### config.mk
export PLATFORM = sky130hd
export DESIGN_NAME = double_ended_queue_top
export DESIGN_NICKNAME = d
export VERILOG_FILES = /design/src/rtl/dq_pkg.sv /design/src/rtl/double_ended_queue_top.sv /design/src/rtl/dq_ctrl.sv /design/src/rtl/dq_datapath.sv
export SDC_FILE = /design/constraint.sdc
export NUM_CORES = 1
export LEC_CHECK = 0
export BUFFER_PORTS_ARGS = -buffer_cell sky130_fd_sc_hd__buf_2
export CAP_MARGIN = 20
export CORE_ASPECT_RATIO = 1.2
export CORE_MARGIN = 2
export CORE_UTILIZATION = 25
export CTS_CLUSTER_SIZE = 10
export DETAILED_ROUTE_END_ITERATION = 7
export SLEW_MARGIN = 20
export SYNTH_ARGS = -nofsm -noshare
export SYNTH_HDL_FRONTEND = slang
export SYNTH_SLANG_ARGS = --single-unit
### constraint.sdc
create_clock -name clk -period 3.6 [get_ports clk]
set_input_delay 0.54 -clock clk [delete_from_list [all_inputs] [get_ports clk]]
set_output_delay 0.54 -clock clk [all_outputs]
set_load 0.005 [all_outputs]
### src/rtl/dq_pkg.sv
package dq_pkg;

  localparam int DATA_W = 8;
  localparam int OCC_W  = 5;

  typedef enum logic [1:0] {
    CMD_PUSH_FRONT = 2'd0,
    CMD_PUSH_REAR  = 2'd1,
    CMD_POP_FRONT  = 2'd2,
    CMD_POP_REAR   = 2'd3
  } dq_cmd_t;

  typedef enum logic [1:0] {
    ST_OK    = 2'd0,
    ST_EMPTY = 2'd1,
    ST_FULL  = 2'd2
  } dq_status_t;

  typedef struct packed {
    dq_cmd_t           cmd;
    logic [DATA_W-1:0] push_value;
  } dq_in_t;

  typedef struct packed {
    logic [DATA_W-1:0] pop_value;
    dq_status_t        status;
    logic [OCC_W-1:0]  occupancy;
  } dq_out_t;

  typedef struct packed {
    logic accept;
    logic load;
  } dq_ctl_t;

endpackage

### src/rtl/double_ended_queue_top.sv
// Bounded double-ended queue on a ring of DEPTH slots.
// Input channel (in_valid / in_stall / in_data): one command beat holding
// cmd (push front, push rear, pop front, pop rear) and push_value.
// Output channel (out_valid / out_stall / out_data): exactly one beat per
// command with pop_value (zero unless a pop succeeded), status (ok, pop
// from empty, push into full) and occupancy after the command.
// out_valid rises after the controller accepts a command in S_IDLE and
// loads its result in S_LOAD; the slot memory read is registered and the
// controller takes no new command until it has loaded the last result.
// A refused command changes nothing in the queue.
// While out_stall holds a result, the next command is still taken; its
// result waits inside until the output register is free, and in_stall
// stays high meanwhile.
// Reset (rst_n low, synchronous) empties the queue and drops any pending
// result. Slot contents are not cleared; empty slots are never read.
module double_ended_queue_top #(
  parameter int DEPTH = 16
) (
  input  logic            clk,
  input  logic            rst_n,
  input  logic            in_valid,
  output logic            in_stall,
  input  dq_pkg::dq_in_t  in_data,
  output logic            out_valid,
  input  logic            out_stall,
  output dq_pkg::dq_out_t out_data
);
  import dq_pkg::*;

  dq_ctl_t ctl;

  dq_ctrl u_ctrl (
    .clk       (clk),
    .rst_n     (rst_n),
    .in_valid  (in_valid),
    .in_stall  (in_stall),
    .out_valid (out_valid),
    .out_stall (out_stall),
    .ctl       (ctl)
  );

  dq_datapath #(
    .DEPTH (DEPTH)
  ) u_datapath (
    .clk      (clk),
    .rst_n    (rst_n),
    .ctl      (ctl),
    .in_data  (in_data),
    .out_data (out_data)
  );

endmodule

### src/rtl/dq_ctrl.sv
module dq_ctrl (
  input  logic           clk,
  input  logic           rst_n,
  input  logic           in_valid,
  output logic           in_stall,
  output logic           out_valid,
  input  logic           out_stall,
  output dq_pkg::dq_ctl_t ctl
);
  import dq_pkg::*;

  typedef enum logic [1:0] {
    S_IDLE = 2'b01,
    S_LOAD = 2'b10
  } state_t;

  state_t state_r, state_nxt;
  logic   out_valid_r, out_valid_nxt;
  logic   can_load;

  assign in_stall  = (state_r != S_IDLE);
  assign out_valid = out_valid_r;
  assign can_load  = !out_valid_r || !out_stall;

  always_comb begin
    state_nxt  = state_r;
    ctl.accept = 1'b0;
    ctl.load   = 1'b0;
    case (state_r)
      S_IDLE: begin
        if (in_valid) begin
          ctl.accept = 1'b1;
          state_nxt  = S_LOAD;
        end
      end
      S_LOAD: begin
        if (can_load) begin
          ctl.load  = 1'b1;
          state_nxt = S_IDLE;
        end
      end
      default: state_nxt = S_IDLE;
    endcase
  end

  always_comb begin
    out_valid_nxt = out_valid_r;
    if (ctl.load) begin
      out_valid_nxt = 1'b1;
    end else if (out_valid_r && !out_stall) begin
      out_valid_nxt = 1'b0;
    end
  end

  always_ff @(posedge clk) begin
    if (!rst_n) begin
      state_r     <= S_IDLE;
      out_valid_r <= 1'b0;
    end else begin
      state_r     <= state_nxt;
      out_valid_r <= out_valid_nxt;
    end
  end

endmodule

### src/rtl/dq_datapath.sv
module dq_datapath #(
  parameter int DEPTH = 16
) (
  input  logic            clk,
  input  logic            rst_n,
  input  dq_pkg::dq_ctl_t ctl,
  input  dq_pkg::dq_in_t  in_data,
  output dq_pkg::dq_out_t out_data
);
  import dq_pkg::*;

  localparam int PW = (DEPTH > 1) ? $clog2(DEPTH) : 1;
  localparam int CW = $clog2(DEPTH + 1);

  logic [DATA_W-1:0] mem [DEPTH];
  logic [DATA_W-1:0] rdata_r;

  logic [PW-1:0] front_r, front_nxt, rear_r, rear_nxt;
  logic [CW-1:0] count_r, count_nxt;
  logic [PW-1:0] front_next, front_prev, rear_next, rear_prev;
  logic [PW-1:0] addr;
  logic          full, empty, we, re;
  dq_status_t    status_r, status_nxt;
  logic          pop_ok_r, pop_ok_nxt;
  dq_out_t       out_r;

  assign full  = (count_r == CW'(DEPTH));
  assign empty = (count_r == '0);

  assign front_next = (front_r == PW'(DEPTH - 1)) ? '0 : front_r + 1'b1;
  assign front_prev = (front_r == '0) ? PW'(DEPTH - 1) : front_r - 1'b1;
  assign rear_next  = (rear_r == PW'(DEPTH - 1)) ? '0 : rear_r + 1'b1;
  assign rear_prev  = (rear_r == '0) ? PW'(DEPTH - 1) : rear_r - 1'b1;

  always_comb begin
    front_nxt  = front_r;
    rear_nxt   = rear_r;
    count_nxt  = count_r;
    status_nxt = ST_OK;
    pop_ok_nxt = 1'b0;
    we         = 1'b0;
    re         = 1'b0;
    addr       = front_r;
    case (in_data.cmd)
      CMD_PUSH_FRONT: begin
        addr = front_prev;
        if (full) begin
          status_nxt = ST_FULL;
        end else begin
          we        = 1'b1;
          front_nxt = front_prev;
          count_nxt = count_r + 1'b1;
        end
      end
      CMD_PUSH_REAR: begin
        addr = rear_r;
        if (full) begin
          status_nxt = ST_FULL;
        end else begin
          we        = 1'b1;
          rear_nxt  = rear_next;
          count_nxt = count_r + 1'b1;
        end
      end
      CMD_POP_FRONT: begin
        addr = front_r;
        if (empty) begin
          status_nxt = ST_EMPTY;
        end else begin
          re         = 1'b1;
          pop_ok_nxt = 1'b1;
          front_nxt  = front_next;
          count_nxt  = count_r - 1'b1;
        end
      end
      CMD_POP_REAR: begin
        addr = rear_prev;
        if (empty) begin
          status_nxt = ST_EMPTY;
        end else begin
          re         = 1'b1;
          pop_ok_nxt = 1'b1;
          rear_nxt   = rear_prev;
          count_nxt  = count_r - 1'b1;
        end
      end
      default: status_nxt = ST_OK;
    endcase
  end

  always_ff @(posedge clk) begin
    if (ctl.accept && we) begin
      mem[addr] <= in_data.push_value;
    end
    if (ctl.accept && re) begin
      rdata_r <= mem[addr];
    end
  end

  always_ff @(posedge clk) begin
    if (!rst_n) begin
      front_r <= '0;
      rear_r  <= '0;
      count_r <= '0;
    end else if (ctl.accept) begin
      front_r <= front_nxt;
      rear_r  <= rear_nxt;
      count_r <= count_nxt;
    end
  end

  always_ff @(posedge clk) begin
    if (ctl.accept) begin
      status_r <= status_nxt;
      pop_ok_r <= pop_ok_nxt;
    end
    if (ctl.load) begin
      out_r.pop_value <= pop_ok_r ? rdata_r : '0;
      out_r.status    <= status_r;
      out_r.occupancy <= OCC_W'(count_r);
    end
  end

  assign out_data = out_r;

endmodule

# --- Word level (Yosys, flattened, before mapping) ---
# Memory sizes are Yosys's and may differ from the RTL's. A register that Yosys moved wholly into a read port is not among the register bits.
# Index checks and enable logic that the tools add are counted.
word_totals:
  mem_count: 1
  mem_bits_ro: 0
  mem_bits_rw: 128
  word_cells: 85
  in_bits: 14
  ff_bits: 34
  latch_bits: 0
  output_inout_bits: 17
classes:
  reduce_logical: 19
  n_div: 0
  n_mul: 0
  n_eq_ne: 17
  n_shift: 0
  magnitude_cmp: 0
  muxes: 32
  n_addsub: 6
  n_bitwise: 0
memory_table:
  columns: ["memory", "depth", "width", "rd", "rd_ports_with_merged_regs", "write_ports", "line_no", "rtl"]
  rows:
  - ["u_datapath.mem", 16, 8, 1, 1, 1, "dq_datapath.sv:15", "logic [DATA_W-1:0] mem [DEPTH];"]
op_table:
  columns: ["op", "n"]
  rows:
  - ["4-bit two-way mux", 8]
  - ["4-bit one-hot mux with 2 select lines", 2]
  - ["4-bit one-hot mux with 4 select lines", 1]
  - ["2-bit inequality test, second input constant", 7]
  - ["1-bit two-way mux", 13]
  - ["5-bit two-way mux", 2]
  - ["5-bit one-hot mux with 2 select lines", 1]
  - ["4-bit by 1-bit adder with 4-bit output, second input constant", 2]
  - ["4-bit == test, second input constant", 2]
  - ["4-bit logical NOT", 2]
  - ["2-bit one-hot mux with 2 select lines", 2]
  - ["4-bit AND reduction", 2]
  - ["4-bit by 1-bit subtractor with 4-bit output, second input constant", 2]
  - ["2-bit == test, second input constant", 3]
  - ["2-bit two-way mux", 3]
  - ["2-bit nonzero test", 3]
  - ["5-bit by 1-bit adder with 5-bit output, second input constant", 1]
  - ["5-bit == test, second input constant", 1]
  - ["5-bit logical NOT", 1]
  - ["5-bit by 1-bit subtractor with 5-bit output, second input constant", 1]
  - ["2-bit by 1-bit == test with 1-bit output, second input constant", 2]
  - ["2-bit by 1-bit inequality test with 1-bit output, second input constant", 2]
  - ["2-bit OR reduction", 2]
  - ["1-bit logical AND", 3]
  - ["5 further kinds", 6]

# --- Depth between registers and ports, before layout ---
# Gate-level depths: netlist of run 1.
depth:
  word_depth: 6
  mapped_depth: 11
  mapped_depth_nobuf: 8

# --- Cells and area by module ---
# A second synthesis of run 1 with hierarchy kept.
unflattened:
  cells_unflattened: 492
  hier_area_um2: 7387.1
by_module_without_submodules:
  columns: ["mod", "n_inst", "cells_each", "area_each_um2", "seq_area_each_um2"]
  rows:
  - ["dq_datapath", 1, 479, 7259.5, 4884.7]
  - ["dq_ctrl", 1, 13, 127.6, 60.1]

# --- Least setup slack after synthesis of run 1 ---
# No wires, ideal clock.
synth_path:
  kind: "register -> register"
  from: "register u_datapath.rear_r[0]"
  to: "memory u_datapath.mem[0][0], enable pin"
  required_ns: 3.230
  path_stages_with_launch: 10
  n_path_buf: 3
  arrival_ns: 2.164
  setup_ns: 0.370
  synth_period_minus_slack_ns: 2.535
  setup_slack_ns: 1.065
  path_cell_list: "dfxtp_1 > buf_2 > inv_1 > ha_1 > a311oi_1 > o22ai_1 > buf_2 > buf_2 > or2_1 > nor2_1"
synth_between:
  elab_chain_len: 3
  elab_cells_between_ends: 4
  cone_classes: "add/sub: 1; mux: 2; reduce/logical: 1"
synth_lines:
  columns: ["element", "line_no", "rtl"]
  rows:
  - ["start, declared", "dq_datapath.sv:18", "logic [PW-1:0] front_r, front_nxt, rear_r, rear_nxt;"]
  - ["start signal, assigned", "dq_datapath.sv:107", "rear_r <= rear_nxt;"]
  - ["4-bit by 1-bit subtractor with 4-bit output or 4-bit logical NOT (tied branches)", "dq_datapath.sv:33", "assign rear_prev = (rear_r == '0) ? PW'(DEPTH - 1) : rear_r - 1'b1;"]
  - ["4-bit two-way mux", "dq_datapath.sv:33", null]
  - ["4-bit one-hot mux with 4 select lines *", "dq_datapath.sv:44", "case (in_data.cmd)"]
  - ["end, declared", "dq_datapath.sv:15", null]
# Mark *: on every way between the ends. The rest lies on a longest branch, timed or not.

# --- Worst setup path after layout of run 1 ---
layout_path:
  from: "register u_datapath.front_r[0]"
  to: "register u_datapath.rdata_r[3], read port of u_datapath.mem, data pin"
layout_between:
  elab_chain_len: 3
  elab_cells_between_ends: 4
  cone_classes: "add/sub: 1; mux: 2; reduce/logical: 1"
layout_lines:
  columns: ["element", "line_no", "rtl"]
  rows:
  - ["start, declared", "dq_datapath.sv:18", null]
  - ["start signal, assigned", "dq_datapath.sv:106", "front_r <= front_nxt;"]
  - ["4-bit by 1-bit subtractor with 4-bit output or 4-bit logical NOT (tied branches)", "dq_datapath.sv:31", "assign front_prev = (front_r == '0) ? PW'(DEPTH - 1) : front_r - 1'b1;"]
  - ["4-bit two-way mux", "dq_datapath.sv:31", null]
  - ["4-bit one-hot mux with 4 select lines *", "dq_datapath.sv:44", null]
  - ["end, declared", "dq_datapath.sv:16", "logic [DATA_W-1:0] rdata_r;"]
# Marks and branches as above.
# A chain may end at the register's enable or synchronous reset.

==> flow_summary.ini, run 1 <==
[outcome]
status = completed

[sta]
drv_slew = 0
setup_viol = 0
postLayoutSetupSlackWorst_ps = 524
rsz0062_at_grt = false
finalHoldViolations = 0
fin_crit_sh_pct = 85.4
period_minus_slack_ps = 3080
maxSlewHeadroom_pct = 31.4
clock_skew_ps = 13.0
worst_pin_slew_ps = 1030
fmax_ghz = 0.325
setup_tns_ps = 0

[worst_setup_path]
required_ps = 3760
path_class = reg2reg
cp_max_fo = 37
cp_num_buf_inv = 3
crit_chain = inv_1 -> ha_1 -> inv_1 -> mux4_4 -> buf_12 -> mux2i_1 -> mux2i_1 -> a22oi_1 -> nand2_1
crit_slowest_cell = mux4_4
end_kind = register
path_delay_family = multiplexers
worst_setup_path_start_kind = register
slowest_delay_ps = 760
worstPathArrival_ps = 3240

[logic_synthesis]
synth.distinct_cells = 53
syn_inst = 489
ys_warn_count = 0
synth_seq_cells = 170
netlist_area_mm2 = 0.00732
synth-main-ff-cell = edfxtp_1
ys_seq_area_share_pct = 67.5
synth.avg_cell_area_um2 = 15.0
synth_top_area_share_pct = 63.2
synth_edf_count = 154
synth.area.top_cells = edfxtp_1 (63%), mux2i_1 (14%), dfxtp_1 (4.4%)
yosysTopAreaCell = edfxtp_1
synthesis.nets = 511
synth-async-reset-ratio_pct = 0

[layout]
layout.cells.non_filler = 938
antennaDiodeCount = 0
nets = 562
syn_to_final_growth_pct = 17.5
multiInputGateArea_mm2 = 0.00217
seq_area_mm2 = 0.00494
drive_gt1_share_pct = 16.8
fillCellCount = 2924
final_util_pct = 29.9

[clock_tree]
post-cts-setup-buffer-count = 0
clock-sinks = 170
clock_latency_ps = 430
cts_tree = built
cts_repair_resize_count = 0
clock-root-buffer = clkbuf_16
clockBufferDepth = 2
htree_levels = 4
path_clk_slew_ps = 60
hold_buffers = 0
numCtsBuffers = 17

[detailed_routing]
dr_total_vias = 4061
drc = 0
drtIter0Drc = 223
wl_mm = 14.7
ant_nets = 0
wl_per_cell_um = 15.7
first_pass_iters = 4
viasPerCell = 4.33

[die]
core_area_mm2 = 0.0288
std_cell_rows = 68
initial_utilization_pct = 25.5
die_x_um = 160
die_area_mm2 = 0.0307
pin_count = 31
die_height_um = 191

[global_route]
overflow = 0
antenna_found_initial = 0
grt_start_max_net_pins = 38
grt_pass1_wl_mm = 22.9
gr-usage-all-layers_pct = 9.93
grt_pass1_vias = 3979

[hold_path]
min_path_type = reg2reg

[run]
cap_violations = 0

[place]
place_inst = 906
place_ws_ps = 531
dp_hpwl_mm = 9.86
gp_congestion = 0.782
io_buffers = 30

[power]
leakage_nw = 3.13
p_per_area_mw_per_mm2 = 552
irDropWorstVdd_uv = 311
power_mw = 4.74
synthesized netlist by cell type, drive strengths merged, types with 2 or more instances:
master,n
nand3b,2
or2,2
or4,2
a31oi,4
o21bai,2
edfxtp,154
nor4,2
and2,18
ha,7
a22oi,17
nand2b,5
nor2b,4
a21oi,7
o211ai,2
clkbuf,8
nor3,3
mux2i,100
nand3,6
o21ai,10
xnor2,10
o211a,4
a21boi,4
a21o,2
o22ai,2
buf,16
nand2,25
nor2,24
inv,15
dfxtp,16
report_power, final:
part	switching (mW)	total, mW	internal [mW]
clock	0.774	1.81	1.03
sequential	0.0373	2.26	2.22
combinational	0.392	0.677	0.284
total	1.20	4.74	3.54
sequential cells by signal, summed over array words and instances, names as in the netlist:
name and count:
u_ctrl.out_valid 1, u_ctrl.state_r 2, u_datapath.count_r 5, u_datapath.front_r 4
u_datapath.mem 128, u_datapath.out_data 15, u_datapath.pop_ok_r 1, u_datapath.rdata_r 8
u_datapath.rear_r 4, u_datapath.status_r 2
placed cells by master (no fill, tap or decap), types with 3 or more instances in the layout:
master	netlist	routed
o211a_1	4	4
o21ai_0	10	10
inv_1	14	14
xnor2_1	10	10
nand2b_1	5	5
ha_1	7	7
mux2i_1	100	100
buf_2	5	30
nand2_1	25	25
nor2_1	24	24
a31oi_1	4	4
a22oi_1	17	17
inv_6	0	5
clkbuf_16	0	17
a21oi_1	6	6
dfxtp_1	16	16
nand3_1	6	6
nor2b_1	4	4
edfxtp_1	154	154
nor3_1	3	3
a21boi_0	3	3
buf_4	4	25
and2_1	17	17
per-layer routing:
layer,vias up,GRT usage [%],share of wire (%),wire [µm]
met5,-,0,0,0
li1,1953,-,-,-
met1,2029,12.6,46,6830
met2,68,16.8,49,7290
met4,0,2.70,0.70,103
met3,11,2.52,3.4,507
cells by family after synthesis:
group	share of synthesized area, %
AOI/OAI and AO/OA	6.08
DFF	67.5
xor gates and xnor gates	1.32
and+or+nand+nor	6.58
adders and majority gates	1.47
buffers and inverters	3.03
muxes	14.0
cell type report:
| class | count | area share, % |
|---|---|---|
| clock buffers | 17 | 4.95 |
| clock inverters | 15 | 1.88 |
| inverters | 15 | 0.655 |
| multi-input cells | 280 | 25.2 |
| flip-flops and latches | 170 | 57.5 |
| well taps | 385 | 5.60 |
| repair buffers | 56 | 4.16 |
through the flow:
step,area (µm²),hold slack [ps]
after detailed placement,8010,407
after global placement,8010,401
after CTS,8600,404
after global routing,8600,436
final,8600,420
after floorplan,7320,400
final timing paths:
check                                              end  slack, ps  depth (start not counted)              startpoint
worst max-delay path             u_datapath.rdata_r[3]        520                          9   u_datapath.front_r[0]
worst min-delay path            u_datapath.out_data[5]        420                          0  u_datapath.status_r[0]
worst max register to register   u_datapath.rdata_r[3]        520                          9   u_datapath.front_r[0]
worst min register to register  u_datapath.out_data[5]        420                          0  u_datapath.status_r[0]
Power figures use the tool's default switching activity.
==> run 2: changes to the inputs <==
==> constraint.sdc (replaced) <==
create_clock -name clk -period 2.7 [get_ports clk]
set_input_delay 0.405 -clock clk [delete_from_list [all_inputs] [get_ports clk]]
set_output_delay 0.405 -clock clk [all_outputs]
set_load 0.005 [all_outputs]
==> run 2 against run 1 <==
Register-to-register slack got worse by 450 ps. Global-route usage increased by 0.11 points. Flip-flop and latch count unchanged. Sequential share of layout area decreased by 2.2 points. Sequential power increased by 33%. Non-clock buffer count increased by 22. Worst hold slack got worse by 140 ps. Die area unchanged. Worst setup slack got worse by 450 ps. Final cell count increased by 2.3%. Count of clock-buffer cells in the layout unchanged. Critical endpoint is now u_datapath.rdata_r[0].
==> flow_summary.ini, run 2 (synthesized netlist as in run 1, its figures left out) <==
[detailed_routing]
dr_total_vias = 4178
wl_mm = 15.2
viasPerCell = 4.35
drc = 0
first_pass_iters = 4
ant_nets = 0
wl_per_cell_um = 15.8
drtIter0Drc = 296

[hold_path]
min_path_type = in2reg
hp-start = out_stall

[sta]
rsz0062_at_grt = true
clock_skew_ps = 5.43
drv_slew = 0
setup_tns_ps = 0
maxSlewHeadroom_pct = 60.3
fin_crit_sh_pct = 97.4
fmax_ghz = 0.380
period_minus_slack_ps = 2630
worst_pin_slew_ps = 579
finalHoldViolations = 0
setup_viol = 0

[layout]
syn_to_final_growth_pct = 22.3
drive_gt1_share_pct = 23.0
nets = 584
largest_register = u_datapath.mem
antennaDiodeCount = 0
fillCellCount = 2886
multiInputGateArea_mm2 = 0.00222
seq_area_mm2 = 0.00495
largest_reg_flops = 128
final_util_pct = 31.1
final_cell_mix = edfxtp_1 (154), mux2i_1 (99), buf_4 (39)
final_common_cell = edfxtp_1

[worst_setup_path]
path_class = reg2reg
timing.rr.start = u_datapath.front_r[0]
crit_slowest_cell = mux4_4
worst_setup_path_start_kind = register
slowest_delay_ps = 720
setup.worst_path.start = u_datapath.front_r[0]
end_kind = register
cp_max_fo = 5
worstPathArrival_ps = 2810
cpMostUsedCell = mux2i_1
required_ps = 2880
crit_chain = inv_4 -> ha_4 -> inv_2 -> mux4_4 -> buf_6 -> clkbuf_16 -> mux2i_1 -> mux2i_1 -> a22oi_1 -> buf_4 -> nand2_2

[clock_tree]
cts_tree = built
path_clk_slew_ps = 70
clock_latency_ps = 420
clock-sinks = 170
clockBufferDepth = 2
hold_buffers = 0
clock-root-buffer = clkbuf_16
htree_levels = 4
numCtsBuffers = 17

[global_route]
grt_pass1_wl_mm = 23.1
grt_pass1_vias = 4022
grt_start_max_net_pins = 26
antenna_found_initial = 0
gr-usage-all-layers_pct = 10.0
overflow = 0

[outcome]
status = completed

[power]
irDropWorstVdd_uv = 364
switching_power_mw = 1.65
internal_power_mw = 4.94
power_frac_clock_pct = 38.0
leakage_nw = 3.29
p_per_area_mw_per_mm2 = 737
swShare_pct = 25.1
pwr-share-seq_pct = 45.6
comb_power_share_pct = 16.4

[die]
initial_utilization_pct = 25.5
die_x_um = 160
die_area_mm2 = 0.0307
std_cell_rows = 68
pin_count = 31
die_height_um = 191
core_area_mm2 = 0.0288

[place]
gp_congestion = 0.780
io_buffers = 30
dp_hpwl_mm = 9.94

[run]
cap_violations = 0
run 2: cell count changes in the layout (fill, tap and decap cells not counted), moves of 3 or more:
cell and delta:
dfxtp_2 +4, inv_2 +4, buf_6 +3, a22oi_2 +4, dfxtp_1 -4, buf_4 +14
inv_1 -5, a22oi_1 -4
run 2: worst max-delay path: cells and delay by family, from the launching register on:
kind | cells | cell delay, ps
multiplexers | 3 | 990
adder cells (fa/ha/maj) | 1 | 260
flip-flops | 1 | 350
AO/OA/AOI/OAI | 1 | 170
AND/OR/NAND/NOR | 1 | 40
buffers and inverters | 5 | 570
run 2: routing by layer:
metal,track usage [%],part of all wire (%),up-vias
li1,-,-,1995
met2,16.3,48,106
met3,2.56,4.8,8
met1,13.2,46,2069
met5,0,0,-
met4,3.08,0.96,0
run 2: through the flow:
step / total power [mW] / hold WS, ps / setup slack [ps] / instance area (µm²) / instances
3_5_place_dp: 4.03 / 406 / 8.93 / 8150 / 921
3_3_place_gp: 4.02 / 401 / 30.9 / 8150 / 921
6_report: 6.60 / 282 / 69.7 / 8950 / 960
2_1_floorplan: 3.75 / 400 / 165 / 7320 / 489
4_1_cts: 6.57 / 270 / 2.86 / 8800 / 954
5_1_grt: 6.86 / 271 / -27.4 / 8950 / 960
run 2: area by class of cell:
cell class	instances	area share, %
Sequential cell	170	55.3
Inverter	15	0.657
Multi-Input combinational cell	280	24.8
Timing Repair Buffer	78	6.95
Clock buffer	17	4.75
Clock inverter	15	2.12
Tap cell	385	5.38
run 2: final timing paths:
check,to,slack [ps],cells after the start
worst max-delay path,u_datapath.rdata_r[0],70,11
worst min-delay path,u_ctrl.out_valid,280,3
worst max register to register,u_datapath.rdata_r[0],70,11
worst min register to register,u_datapath.out_data[5],420,0
run 2: power by group through the flow:
stage | sequential (mW) | combinational, mW | clock [mW]
after floorplan | 3.05 | 0.700 | 0
after global placement | 3.06 | 0.954 | 0
after detailed placement | 3.06 | 0.962 | 0
after CTS | 3.01 | 1.00 | 2.56
after global routing | 3.02 | 1.18 | 2.67
final | 3.01 | 1.08 | 2.50
run 2: repair_timing:
action	in CTS	in global routing
pin swaps	0	4
gates resized for setup	1	21
setup endpoints to repair	1	8
gates cloned	1	3
endpoints found under the hold margin	0	0
setup buffers	0	3
